==> src/hw/rtl/pixel_colorspace_converter_defines.svh <==
// Assertion macros for the pixel color space converter.
// Used by the top level; expects clk and rst in scope.
`ifndef PIXEL_COLORSPACE_CONVERTER_DEFINES_SVH
`define PIXEL_COLORSPACE_CONVERTER_DEFINES_SVH

// The condition must never hold outside reset.
`define PCC_ASSERT_NEVER(label, cond, msg) \
  label: assert property (@(posedge clk) disable iff (rst) !(cond)) else $error(msg);

// The consequent must hold in the same cycle as the antecedent.
`define PCC_ASSERT_IMPLY(label, ante, cons, msg) \
  label: assert property (@(posedge clk) disable iff (rst) (ante) |-> (cons)) else $error(msg);

`endif

==> src/hw/rtl/pcc_pkg.sv <==
// Shared types and constants for the pixel color space converter.
// No dependencies.
package pcc_pkg;

  localparam int unsigned FIFO_DEPTH = 4;

  localparam logic [1:0] SPACE_RGB = 2'd0;
  localparam logic [1:0] SPACE_HSV = 2'd1;
  localparam logic [1:0] SPACE_YUV = 2'd2;

  localparam logic [1:0] REG_SOURCE = 2'd0;
  localparam logic [1:0] REG_TARGET = 2'd1;

  typedef enum logic [2:0] {
    OP_PASS,
    OP_RGB_HSV,
    OP_RGB_YUV,
    OP_HSV_RGB,
    OP_HSV_YUV,
    OP_YUV_RGB,
    OP_YUV_HSV
  } op_t;

  typedef struct packed {
    op_t        op;
    logic [7:0] c;
    logic [7:0] b;
    logic [7:0] a;
  } item_t;

  typedef struct packed {
    logic full;
    logic empty;
  } queue_stat_t;

endpackage

==> src/hw/rtl/pcc_queue.sv <==
// Short queue between the front end and the conversion pipeline.
// Depends on pcc_pkg.
module pcc_queue #(
  parameter int unsigned DEPTH = pcc_pkg::FIFO_DEPTH
) (
  input  logic                 clk,
  input  logic                 rst,
  input  logic                 push,
  input  pcc_pkg::item_t       push_item,
  input  logic                 pop,
  output pcc_pkg::item_t       head,
  output pcc_pkg::queue_stat_t q_stat
);
  import pcc_pkg::*;

  localparam int unsigned AW = (DEPTH > 1) ? $clog2(DEPTH) : 1;
  localparam int unsigned CW = $clog2(DEPTH + 1);

  item_t          mem [DEPTH];
  logic [AW-1:0]  wr_ptr;
  logic [AW-1:0]  rd_ptr;
  logic [CW-1:0]  count;

  always_ff @(posedge clk) begin
    if (push) begin
      mem[wr_ptr] <= push_item;
    end
  end

  always_ff @(posedge clk) begin
    if (rst) begin
      wr_ptr <= '0;
      rd_ptr <= '0;
      count  <= '0;
    end else begin
      if (push) begin
        wr_ptr <= (wr_ptr == AW'(DEPTH - 1)) ? '0 : wr_ptr + 1'b1;
      end
      if (pop) begin
        rd_ptr <= (rd_ptr == AW'(DEPTH - 1)) ? '0 : rd_ptr + 1'b1;
      end
      case ({push, pop})
        2'b10:   count <= count + 1'b1;
        2'b01:   count <= count - 1'b1;
        default: count <= count;
      endcase
    end
  end

  assign head         = mem[rd_ptr];
  assign q_stat.full  = (count == CW'(DEPTH));
  assign q_stat.empty = (count == '0);

endmodule

==> config.mk <==
export PLATFORM = sky130hd
export DESIGN_NAME = pcc_queue
export DESIGN_NICKNAME = d
export VERILOG_FILES = /design/src/hw/rtl/pixel_colorspace_converter_defines.svh /design/src/hw/rtl/pcc_pkg.sv /design/src/hw/rtl/pcc_queue.sv
export SDC_FILE = /design/constraint.sdc
export NUM_CORES = 1
export LEC_CHECK = 0
export BUFFER_PORTS_ARGS = -buffer_cell sky130_fd_sc_hd__buf_2
export CAP_MARGIN = 20
export CORE_AREA = 2 2 84 103
export CTS_CLUSTER_DIAMETER = 100
export DETAILED_ROUTE_END_ITERATION = 7
export DIE_AREA = 0 0 86 105
export GPL_TIMING_DRIVEN = 0
export PLACE_DENSITY = 0.76
export SETUP_SLACK_MARGIN = 0.05
export SLEW_MARGIN = 15
export SYNTH_ARGS = -nofsm -noshare
export SYNTH_HDL_FRONTEND = slang
export SYNTH_SLANG_ARGS = --single-unit
==> constraint.sdc <==
create_clock -name clk -period 2.09 [get_ports clk]
set_clock_uncertainty 0.1 [all_clocks]
set_input_delay 0.418 -clock clk [delete_from_list [all_inputs] [get_ports clk]]
set_output_delay 0.418 -clock clk [all_outputs]
set_load 0.01 [all_outputs]
==> impl_results.md <==
* Fin crit share at 111%
* Setup ws final at -0.224 ns
* Initial antenna violation count at 0
* Total track usage at 17.3%
* Initial core utilization at 55.1%
* Synth top area cells: edfxtp_1, mux4_2, mux4_1, dfxtp_1, ha_1
* Placed cell areas at 4810 um2
* Worst Tran Pin Value at 0.754 ns
* Area of the multi-input gates at 855 um2
* Share of layout cells above drive strength 1 at 47.0%
* Via count at 2055
* Vias in the first global route at 2158
* Number of hold buffers added after cts at 0
* Design area at 5670 um2
* CP Data Required Time at 1.57 ns
* CP Capture Type: output pin
* Synth-to-layout area growth at 29.2%
* Highest-count cells in the layout ignoring fill and taps: edfxtp_1, buf_2, mux4_2
* H-tree levels at 4
* Flip-flop and latch area at 3420 um2
* DRT antenna net count at 0
* Port Buf Inserts at 59
* Worst slack, placed at 0.0768 ns
* Worst relative slew slack at 49.7%
* PD cells at 1130 nW/um2
* CTS tree: done
* Kind of critical path: reg -> out
* Routed wire length at 7.27 mm
* RSZ-0062 raised after global routing: yes
* Worst-path clk slew at 0.06 ns
* Die Ht at 105 um
* Area leader, netlist: edfxtp_1
* Critical path's most frequent cell: buf_12
* Largest net degree at the start of global routing at 28
* DRT iter0 DRCs at 110
* Placement Rows at 36
* F_max at 0.432 GHz
* Synth top area share at 73.8%
* First-pass GRT wire length at 11.1 mm
* Most common cell after layout, fill and taps aside: edfxtp_1
* Leak at 2.02 nW
* Fin crit period at 2.31 ns
* CP max-delay cell: mux4_2
* CTS buffer count at 17
* # Max-Cap Violations at 0
* Die width at 86 um
* Wire per inst at 19.1 um
* Final cell utilization of the core at 71.2%
* Crit path DAT at 1.80 ns
* Clock latency on the worst-skew pair at 0.50 ns
* Tot Pwr at 6.42 mW
* Placeable Area at 7970 um2
* Startpoint Class: register
* DP Wirelength at 3.98 mm
* # diodes at 0
* Pre-antenna DRT Iters at 5
* Root buffer cell: clkbuf_8
* Sequential-to-total area share from yosys stat at 77.9%
* Syn_nets at 227
* Nets at 310
* Worst hold path class: in -> reg
* Flip-flop and latch count after synthesis at 117
* Ys Warns at 0
* Fillers at 491
* Final-report setup violation count at 27
* Worst-path cell chain: buf_12 > buf_12 > mux4_2 > buf_6
* Critical-path maximum fanout at 7
* Post-Syn Instances at 189
* Post-DR vias/cell at 5.41
* Synth Area per Inst at 23.2 um2
* Clk sinks at 117
* Final hold viol count at 0
* Max-slew violations at 0
* Status: finished, violations left
* Critical Path Max Stage Delay at 0.53 ns
* CTS max path bufs at 2
* RD Place Congestion at 0.682
* VDD IR max at 0.00106 V
* Die area at 9030 um2
* I/O Pins at 60
* Failing checks: negative setup slack
* Post-Syn Area at 4390 um2
* Remaining DRCs at 0
* Synth unique cells at 20
* Remaining global-route overflow at 0
-- state kept, by name (all words and copies together) (netlist names), named ones only --
name	count
mem	108
count	3
rd_ptr	2
wr_ptr	2
-- per-stage QoR --
stage	instances	hold slack, ns	TNS, ns
after floorplan	189	0.361	0
after global placement	343	0.387	-9.57
after detailed placement	343	0.408	0
after CTS	378	0.00378	-5.61
after global routing	380	0.0142	-6.81
final	380	0.0285	-5.27
-- timing repair --
action                     in CTS  in global routing
cloned                          0                  2
setup buffers                   3                  0
setup endpoints to repair      27                 27
gates resized for setup        23                 10
-- worst max-delay path, delay by kind of cell, from the launching register on --
| kind | cells | cell delay, ns |
|---|---|---|
| mux | 1 | 0.53 |
| buf+inv | 3 | 0.41 |
| flops | 1 | 0.34 |
-- cells by family (layout without fill, tap and decap cells) --
family / after synthesis / in the layout / synth area share (%)
compound gates: 5 / 5 / 0.570
xor+xnor: 2 / 2 / 0.399
fa+ha+maj: 7 / 7 / 2.17
buf+inv: 13 / 109 / 2.11
flops: 117 / 117 / 77.9
mux: 29 / 29 / 14.9
simple gates: 16 / 16 / 1.91
-- power by group --
group	total, mW	internal [mW]	leakage, nW	switching [mW]
logic	0.539	0.290	0.646	0.249
registers	2.70	2.67	1.07	0.0323
clock network	3.18	2.18	0.311	0.996
-- Yosys cell counts --
master    count
buf_2         3
and3_1        1
xor2_1        2
ha_1          6
nor2_1        7
inv_1         7
edfxtp_1    108
buf_6         1
a21oi_1       4
o21ai_0       1
and2_1        4
mux2i_1       2
or3_1         1
mux4_1        7
nor3_1        1
mux4_2       20
fa_1          1
buf_12        2
nor3b_1       2
dfxtp_1       9
-- routing by layer --
| layer | GRT usage (%) | up-vias | wire length (um) |
|---|---|---|---|
| met5 | 0 | - | 0 |
| met4 | 6.24 | 0 | 100 |
| met3 | 7.03 | 9 | 356 |
| met2 | 28.0 | 63 | 3840 |
| met1 | 20.9 | 1039 | 2980 |
| li1 | - | 944 | - |
-- final cells by class --
| class | count | share of cell area, % |
|---|---|---|
| inverter | 7 | 0.463 |
| tap | 95 | 2.09 |
| clock buffer | 17 | 7.30 |
| sequential | 117 | 60.4 |
| buffer | 6 | 1.52 |
| timing repair buffer | 64 | 8.80 |
| clock inverter | 15 | 4.41 |
| multi-input combinational | 59 | 15.1 |
-- path summary, 6_finish.rpt --
kind                                   start          to  slack (ns)  cells past startpoint
worst max-delay path                register    head[13]       -0.22                      4
worst min-delay path            push_item[8]   mem[2][8]        0.03                      1
worst max register to register     wr_ptr[0]  mem[3][15]        0.40                      2
worst min register to register      count[2]    count[2]        0.41                      2
No activity file was read; power rests on OpenSTA's default activity.
