File: config.mk
export PLATFORM = sky130hd
export DESIGN_NAME = pcc_front
export DESIGN_NICKNAME = d
export VERILOG_FILES = /design/src/hw/rtl/pixel_colorspace_converter_defines.svh /design/src/hw/rtl/pcc_pkg.sv /design/src/hw/rtl/pcc_front.sv
export SDC_FILE = /design/constraint.sdc
export NUM_CORES = 1
export LEC_CHECK = 0
export ABC_CLOCK_PERIOD_IN_PS = 1250
export BUFFER_PORTS_ARGS = -buffer_cell sky130_fd_sc_hd__buf_2
export CAP_MARGIN = 20
export CELL_PAD_IN_SITES_DETAIL_PLACEMENT = 0
export CELL_PAD_IN_SITES_GLOBAL_PLACEMENT = 1
export CORE_ASPECT_RATIO = 1.5
export CORE_MARGIN = 2
export CORE_UTILIZATION = 19
export DETAILED_ROUTE_END_ITERATION = 12
export GPL_TIMING_DRIVEN = 0
export PLACE_DENSITY = 0.93
export RECOVER_POWER = 50
export SKIP_CTS_REPAIR_TIMING = 1
export SYNTH_ARGS = -nofsm -noshare
export SYNTH_HDL_FRONTEND = slang
export SYNTH_SLANG_ARGS = --single-unit
File: constraint.sdc
create_clock -name clk -period 1.25 [get_ports clk]
set_input_delay 0.125 -clock clk [delete_from_list [all_inputs] [get_ports clk]]
set_output_delay 0.125 -clock clk [all_outputs]
set_load 0.02 [all_outputs]
File: src/hw/rtl/pixel_colorspace_converter_defines.svh
// Assertion macros for the pixel color space converter.
// Used by the top level; expects clk and rst in scope.
`ifndef PIXEL_COLORSPACE_CONVERTER_DEFINES_SVH
`define PIXEL_COLORSPACE_CONVERTER_DEFINES_SVH

// The condition must never hold outside reset.
`define PCC_ASSERT_NEVER(label, cond, msg) \
  label: assert property (@(posedge clk) disable iff (rst) !(cond)) else $error(msg);

// The consequent must hold in the same cycle as the antecedent.
`define PCC_ASSERT_IMPLY(label, ante, cons, msg) \
  label: assert property (@(posedge clk) disable iff (rst) (ante) |-> (cons)) else $error(msg);

`endif

File: src/hw/rtl/pcc_pkg.sv
// Shared types and constants for the pixel color space converter.
// No dependencies.
package pcc_pkg;

  localparam int unsigned FIFO_DEPTH = 4;

  localparam logic [1:0] SPACE_RGB = 2'd0;
  localparam logic [1:0] SPACE_HSV = 2'd1;
  localparam logic [1:0] SPACE_YUV = 2'd2;

  localparam logic [1:0] REG_SOURCE = 2'd0;
  localparam logic [1:0] REG_TARGET = 2'd1;

  typedef enum logic [2:0] {
    OP_PASS,
    OP_RGB_HSV,
    OP_RGB_YUV,
    OP_HSV_RGB,
    OP_HSV_YUV,
    OP_YUV_RGB,
    OP_YUV_HSV
  } op_t;

  typedef struct packed {
    op_t        op;
    logic [7:0] c;
    logic [7:0] b;
    logic [7:0] a;
  } item_t;

  typedef struct packed {
    logic full;
    logic empty;
  } queue_stat_t;

endpackage

File: src/hw/rtl/pcc_front.sv
// Front end: configuration registers, input acceptance and conversion classification.
// Depends on pcc_pkg.
module pcc_front (
  input  logic                clk,
  input  logic                rst,
  input  logic                s_tvalid,
  output logic                s_tready,
  input  logic [23:0]         s_tdata,    // comp_a, comp_b, comp_c
  input  logic                cfg_valid,
  output logic                cfg_ready,
  input  logic [1:0]          cfg_index,
  input  logic [1:0]          cfg_data,
  input  pcc_pkg::queue_stat_t q_stat,
  output logic                push,
  output pcc_pkg::item_t      push_item
);
  import pcc_pkg::*;

  logic [1:0] source_space;
  logic [1:0] target_space;
  op_t        op;

  assign cfg_ready = 1'b1;

  always_ff @(posedge clk) begin
    if (rst) begin
      source_space <= SPACE_RGB;
      target_space <= SPACE_HSV;
    end else if (cfg_valid) begin
      if (cfg_index == REG_SOURCE) begin
        source_space <= cfg_data;
      end else if (cfg_index == REG_TARGET) begin
        target_space <= cfg_data;
      end
    end
  end

  always_comb begin
    unique case ({source_space, target_space})
      {SPACE_RGB, SPACE_HSV}: op = OP_RGB_HSV;
      {SPACE_RGB, SPACE_YUV}: op = OP_RGB_YUV;
      {SPACE_HSV, SPACE_RGB}: op = OP_HSV_RGB;
      {SPACE_HSV, SPACE_YUV}: op = OP_HSV_YUV;
      {SPACE_YUV, SPACE_RGB}: op = OP_YUV_RGB;
      {SPACE_YUV, SPACE_HSV}: op = OP_YUV_HSV;
      default:                op = OP_PASS;
    endcase
  end

  assign s_tready = !q_stat.full;
  assign push     = s_tvalid && s_tready;

  always_comb begin
    push_item.op = op;
    push_item.a  = s_tdata[7:0];
    push_item.b  = s_tdata[15:8];
    push_item.c  = s_tdata[23:16];
  end

endmodule

==> run metrics, run 1 <==
storage element area 92.6 sq um; crit end category output pin; Setup CP Type flip-flop to output pin; Post-Syn Nets 89; dominant cell type by area after synthesis buf_4; CP max FO 6; 1st-pass router iterations 4; nets between 100 and 150; Power Dens Cells between 700 and 800 nW/um^2; post-DP HPWL roughly 860 um; Final Hold Viols 0; Synth cell types 18; Reg2Reg Capture Point source_space[1]$_SDFFE_PP0P_; Clock transition at path regs 40 ps; Worst Skew 0 ps; fin crit period about 1300 ps; Synth Cell Area 453 sq um; Avg WL per Cell a little over 9 um; yosys warns 0; most frequent cell after synthesis buf_4; status finished, violations left; fin. max-slew vios 0; Max IR drop VDD 434 uV; Ports 64; Synth top cells by count buf_4, dfxtp_1, mux2i_1, nand2b_1, nor2_1; unrepaired setup endpoints after global routing yes; Max Cap Viol 0; Mean Syn Cell Area between 8 and 9 sq um; Final period util 106%; clock latency on the worst-skew pair 230 ps; vias in the first global route between 300 and 400; Setup Viol. Count Final 1; crit path buf inv count 1; hold path startpoint cfg_data[0]; GRT Overall Usage about 7%; maximum clock frequency approximately 760 MHz; Post-DP Area 667 sq um; vias 467; asr flop ratio synth 0%; violated checks negative setup slack; worst-path cell with the longest stage delay dfxtp_2; WL final 1080 um; Root Buffer clkbuf_4; share of the synthesized area in the top cell type 41.4%; final worst slack -71.5 ps; hold path cells 3; RePlAce Congestion between 0.6 and 0.7; delay-heaviest family, CP flip-flops; Placeable Area 2260 sq um; R2R cell count 2; PortBufs 37; CTS tree built; Fillers 252; Antenna Diode Count 0; Seq/Total Area, Yosys 17.7%; Synth area leaders buf_4, dfxtp_1, mux2i_1; Die Y 63.8 um; Initial Util between 20 and 25%; row count 21; die width ~44 um; design area 719 sq um; Fin Hold WS 161 ps; DR vias/cell 3.96; floorplan die area 2800 sq um; largest net degree at the start of global routing 9; Worst Hold Path EP source_space[0]$_SDFFE_PP0P_; CTS buffer count 3; HP Class input port to flip-flop; largest stage delay on the critical path 350 ps; multi-input logic area 208 sq um; Final ANT Viol Nets 0; crit path DAT between 1000 and 1500 ps; clk sink count 4; flop-to-flop setup slack 420 ps; worst flop-to-flop path startpoint source_space[1]$_SDFFE_PP0P_; first-pass GRT wire length 1390 um; GR Overflow Total 0; Most used DFF post-synth dfxtp_1; drc violations 0; #FFs+latches synth 4; area delta synth->final 58.8%; Critical path origin target_space[1]$_SDFFE_PP0P_; EDFF count, synth 0; Sum Neg Setup Slack -71.5 ps; Cells after Synth 55; Setup crit start kind flip-flop; CTS Buffer Depth 2; share of cells above drive strength 1 60.0%; H-Tree Depth 1; initial antenna violation count 0; Leakage roughly 0.35 nW; Critical Path RT approximately 1100 ps; DR iter-0 viols 1; worst path cell trace nor4b_4 -> a311o_1 -> buf_6; Design Power 515 uW
routing by layer:
layer / wire length (um) / vias up / global-route usage [%]
met5: 0 / - / 0
met4: 0 / 0 / 4.55
met3: 194 / 0 / 4.24
met2: 517 / 48 / 11.4
li1: - / 236 / -
met1: 364 / 183 / 5.68
worst max-delay path by stage:
| stage | end | slack, ps | cells after the start |
|---|---|---|---|
| after floorplan | push_item[25] | 200 | 2 |
| after global placement | push_item[25] | 130 | 3 |
| after detailed placement | push_item[25] | 50 | 3 |
| after CTS | push_item[25] | -200 | 3 |
| after global routing | push_item[25] | -140 | 3 |
| final | push_item[25] | -70 | 3 |
worst register-to-register path, cell delays in order (launching register included):
cell and delay (ps):
dfxtp_4 380, or2b_1 230, mux2i_1 140
cell type report:
cell class,count,share of cell area (%)
Multi-Input combinational cell,24,28.9
Buffer,25,26.1
Timing Repair Buffer,37,24.0
Sequential cell,4,12.9
Tap cell,23,4.00
Clock buffer,3,3.13
Inverter,2,1.04
through the flow:
step / util (%) / worst slack, ps / cells
floorplan: - / 205 / 55
global placement: 29.5 / 128 / 115
detailed placement: 29.5 / 50.9 / 115
CTS: 30.5 / -199 / 118
global route: 31.8 / -142 / 118
finish: 31.8 / -71.5 / 118
power by group:
| part | total (mW) | switching (mW) | leakage, nW | internal [mW] |
|---|---|---|---|---|
| Combinational | 0.215 | 0.109 | 0.306 | 0.106 |
| Sequential | 0.140 | 0.0107 | 0.0345 | 0.129 |
| Clock | 0.160 | 0.0527 | 0.0138 | 0.107 |
sequential cells by signal (all words and copies together), names as in the netlist:
signal        count
target_space      2
source_space      2
cells in the final DEF (no fill, tap or decap):
cell	n
dfxtp_2	1
nand3b_1	1
a31o_2	1
dfxtp_4	3
buf_6	1
nor4bb_4	1
conb_1	1
buf_2	21
nor4b_4	1
xor2_1	1
inv_1	2
mux2i_1	4
nand2b_1	4
clkbuf_1	15
nor2_1	3
a311o_1	1
buf_4	25
nor2b_1	1
o21ai_0	1
clkbuf_4	3
nor3b_1	2
or2b_1	1
o211a_1	1
logic make-up after synthesis:
| logic type | synth area share (%) |
|---|---|
| AOI/OAI and AO/OA | 7.46 |
| xor gates and xnor gates | 1.93 |
| buffers and inverters | 43.1 |
| DFF | 17.7 |
| muxes | 8.84 |
| other | 0.828 |
| and+or+nand+nor | 20.2 |
(Power assumes the default switching activity.)
==> inputs of run 2 (changes only) <==
--- a/config.mk
+++ b/config.mk
@@ -17,7 +17,6 @@
 export GPL_TIMING_DRIVEN = 0
 export PLACE_DENSITY = 0.93
 export RECOVER_POWER = 50
-export SKIP_CTS_REPAIR_TIMING = 1
 export SYNTH_ARGS = -nofsm -noshare
 export SYNTH_HDL_FRONTEND = slang
 export SYNTH_SLANG_ARGS = --single-unit
==> run 2 against run 1 <==
- the flow still finishes with violations (negative setup slack)
- setup slack gained 1.6 ps
- sequential share of layout area is essentially flat
- critical path depth is the same
- register-to-register slack is essentially flat
- power grew 1.3%
- clock power is essentially flat
- first-iteration DRC count grew to 3.0 times the previous value
- routed wire length grew 1.8%
- flip-flop and latch count is the same
- non-clock buffer count grew 1
- via count shrank 0.43%
- hold slack lost 1.6 ps
- critical endpoint unchanged
- largest cell class unchanged
==> run metrics, run 2 (synthesis results as in run 1) <==
final worst slack -69.9 ps; PortBufs 37; Max IR drop VDD 444 uV; vias 465; status finished, violations left; 1st-pass router iterations 4; Root Buffer clkbuf_4; Final Hold Viols 0; maximum clock frequency 758 MHz; Die Y 63.8 um; Leakage between 0.3 and 0.4 nW; most frequent cells in the layout buf_4, buf_2, clkbuf_1; unrepaired setup endpoints after global routing yes; initial antenna violation count 0; GR Overflow Total 0; worst path cell trace nor4b_4 -> a311o_1 -> buf_6; Setup CP Type flip-flop to output pin; Switch Pwr around 170 uW; largest stage delay on the critical path 360 ps; Setup crit start kind flip-flop; WL final between 1000 and 1500 um; CP max FO 5; share of cells above drive strength 1 between 60% and 70%; Fillers 250; RePlAce Congestion 0.617; nets approximately 130; die width 43.9 um; Critical Path RT around 1100 ps; H-Tree Depth 1; row count 21; crit path DAT 1190 ps; floorplan die area 2800 sq um; R2R cell count 2; Avg WL per Cell a little over 9 um; Max Cap Viol 0; vias in the first global route 403; Clock transition at path regs ~40 ps; sequential share of power 26.5%; clock latency on the worst-skew pair between 200 and 250 ps; post-DP HPWL about 860 um; CTS Hold Bufs 0; Final period util 106%; largest registers source_space (2), target_space (2); commonest non-fill, non-tap cell in the layout buf_4; Pint 347 uW; crit path buf inv count 1; Initial Util approximately a fifth; clk sink count 4; Fin Hold WS 160 ps; Ports 64; flop-to-flop setup slack 420 ps; Design Power roughly 520 uW; DR iter-0 viols 3; largest net degree at the start of global routing 9; first-pass GRT wire length 1560 um; GRT Overall Usage under 10%; clock share of power 30.8%; Critical path destination push_item[25]; worst flop-to-flop path startpoint source_space[1]$_SDFFE_PP0P_; drc violations 0; dpl ws 50.9 ps; HP Class input port to flip-flop; CTS buffer count 3; Sum Neg Setup Slack -125 ps; Post-DP Area between 600 and 700 sq um; Worst Skew 0 ps; Critical path origin target_space[1]$_SDFFE_PP0P_; sw frac 33.4%; delay-heaviest family, CP flip-flops; CTS Buffer Depth 2; Setup Viol. Count Final 2; crit end category output pin; Reg2Reg Capture Point source_space[1]$_SDFFE_PP0P_; fin crit period ~1300 ps; DR vias/cell 3.91; area delta synth->final 63.0%; violated checks negative setup slack; Crit. path cell count 3; fin. max-slew vios 0; power share of the combinational group 42.7%; worst-path cell with the longest stage delay dfxtp_4; Placeable Area 2260 sq um; Final ANT Viol Nets 0; design area 738 sq um; CTS tree built; Power Dens Cells a little over 700 nW/um^2; Antenna Diode Count 0
==> run 2: changes by cell type in the layout (fill, tap and decap cells not counted) <==
cell | previous run | this run
dfxtp_2 | 1 | 0
dfxtp_4 | 3 | 4
buf_6 | 1 | 2
buf_4 | 25 | 27
buf_2 | 21 | 19
==> run 2: power groups by stage <==
| stage | sequential, mW | clock [mW] | combinational, mW |
|---|---|---|---|
| final | 0.138 | 0.161 | 0.222 |
| after global placement | 0.141 | 0 | 0.215 |
| after floorplan | 0.140 | 0 | 0.157 |
| after global routing | 0.140 | 0.186 | 0.236 |
| after detailed placement | 0.142 | 0 | 0.218 |
| after CTS | 0.138 | 0.168 | 0.231 |
==> run 2: worst min path at each step <==
stage	start	end	slack [ps]	depth (start not counted)
floorplan	cfg_data[0]	source_space[0]$_SDFFE_PP0P_	280	2
global placement	cfg_data[0]	target_space[0]$_SDFFE_PP1P_	400	3
detailed placement	cfg_data[0]	target_space[0]$_SDFFE_PP1P_	400	3
CTS	cfg_data[0]	source_space[0]$_SDFFE_PP0P_	150	3
global route	cfg_data[0]	source_space[0]$_SDFFE_PP0P_	160	3
finish	cfg_data[0]	source_space[0]$_SDFFE_PP0P_	160	3
==> run 2: cell type report <==
class	count	area [sq um]	share of cell area, %
timing repair buffer	38	189	25.6
buffer	25	188	25.4
inverter	2	7.51	1.02
clock buffer	3	22.5	3.05
tap	23	28.8	3.90
sequential	4	95.1	12.9
multi-input combinational	24	208	28.1
==> run 2: repair_timing <==
action,4_1_cts,5_1_grt
resized for setup,17,0
setup buffers,1,0
pin swaps,2,0
setup endpoints to repair,3,3
==> run 2: metal layers <==
metal / up-vias / part of all wire (%) / GRT usage [%]
li1: 237 / - / -
met1: 180 / 33 / 6.21
met2: 48 / 49 / 13.8
met3: 0 / 18 / 3.95
met4: 0 / 0 / 4.55
met5: - / 0 / 0
==> run 2: worst register-to-register path, delay by kind of cell, from the launching register on <==
family,cells,cell delay [ps]
flops,1,380
simple gates,1,230
mux,1,140
==> run 2: through the flow <==
stage,cells,util [%]
after floorplan,55,-
after global placement,115,29.5
after detailed placement,115,29.5
after CTS,119,33.5
after global routing,119,32.7
final,119,32.7
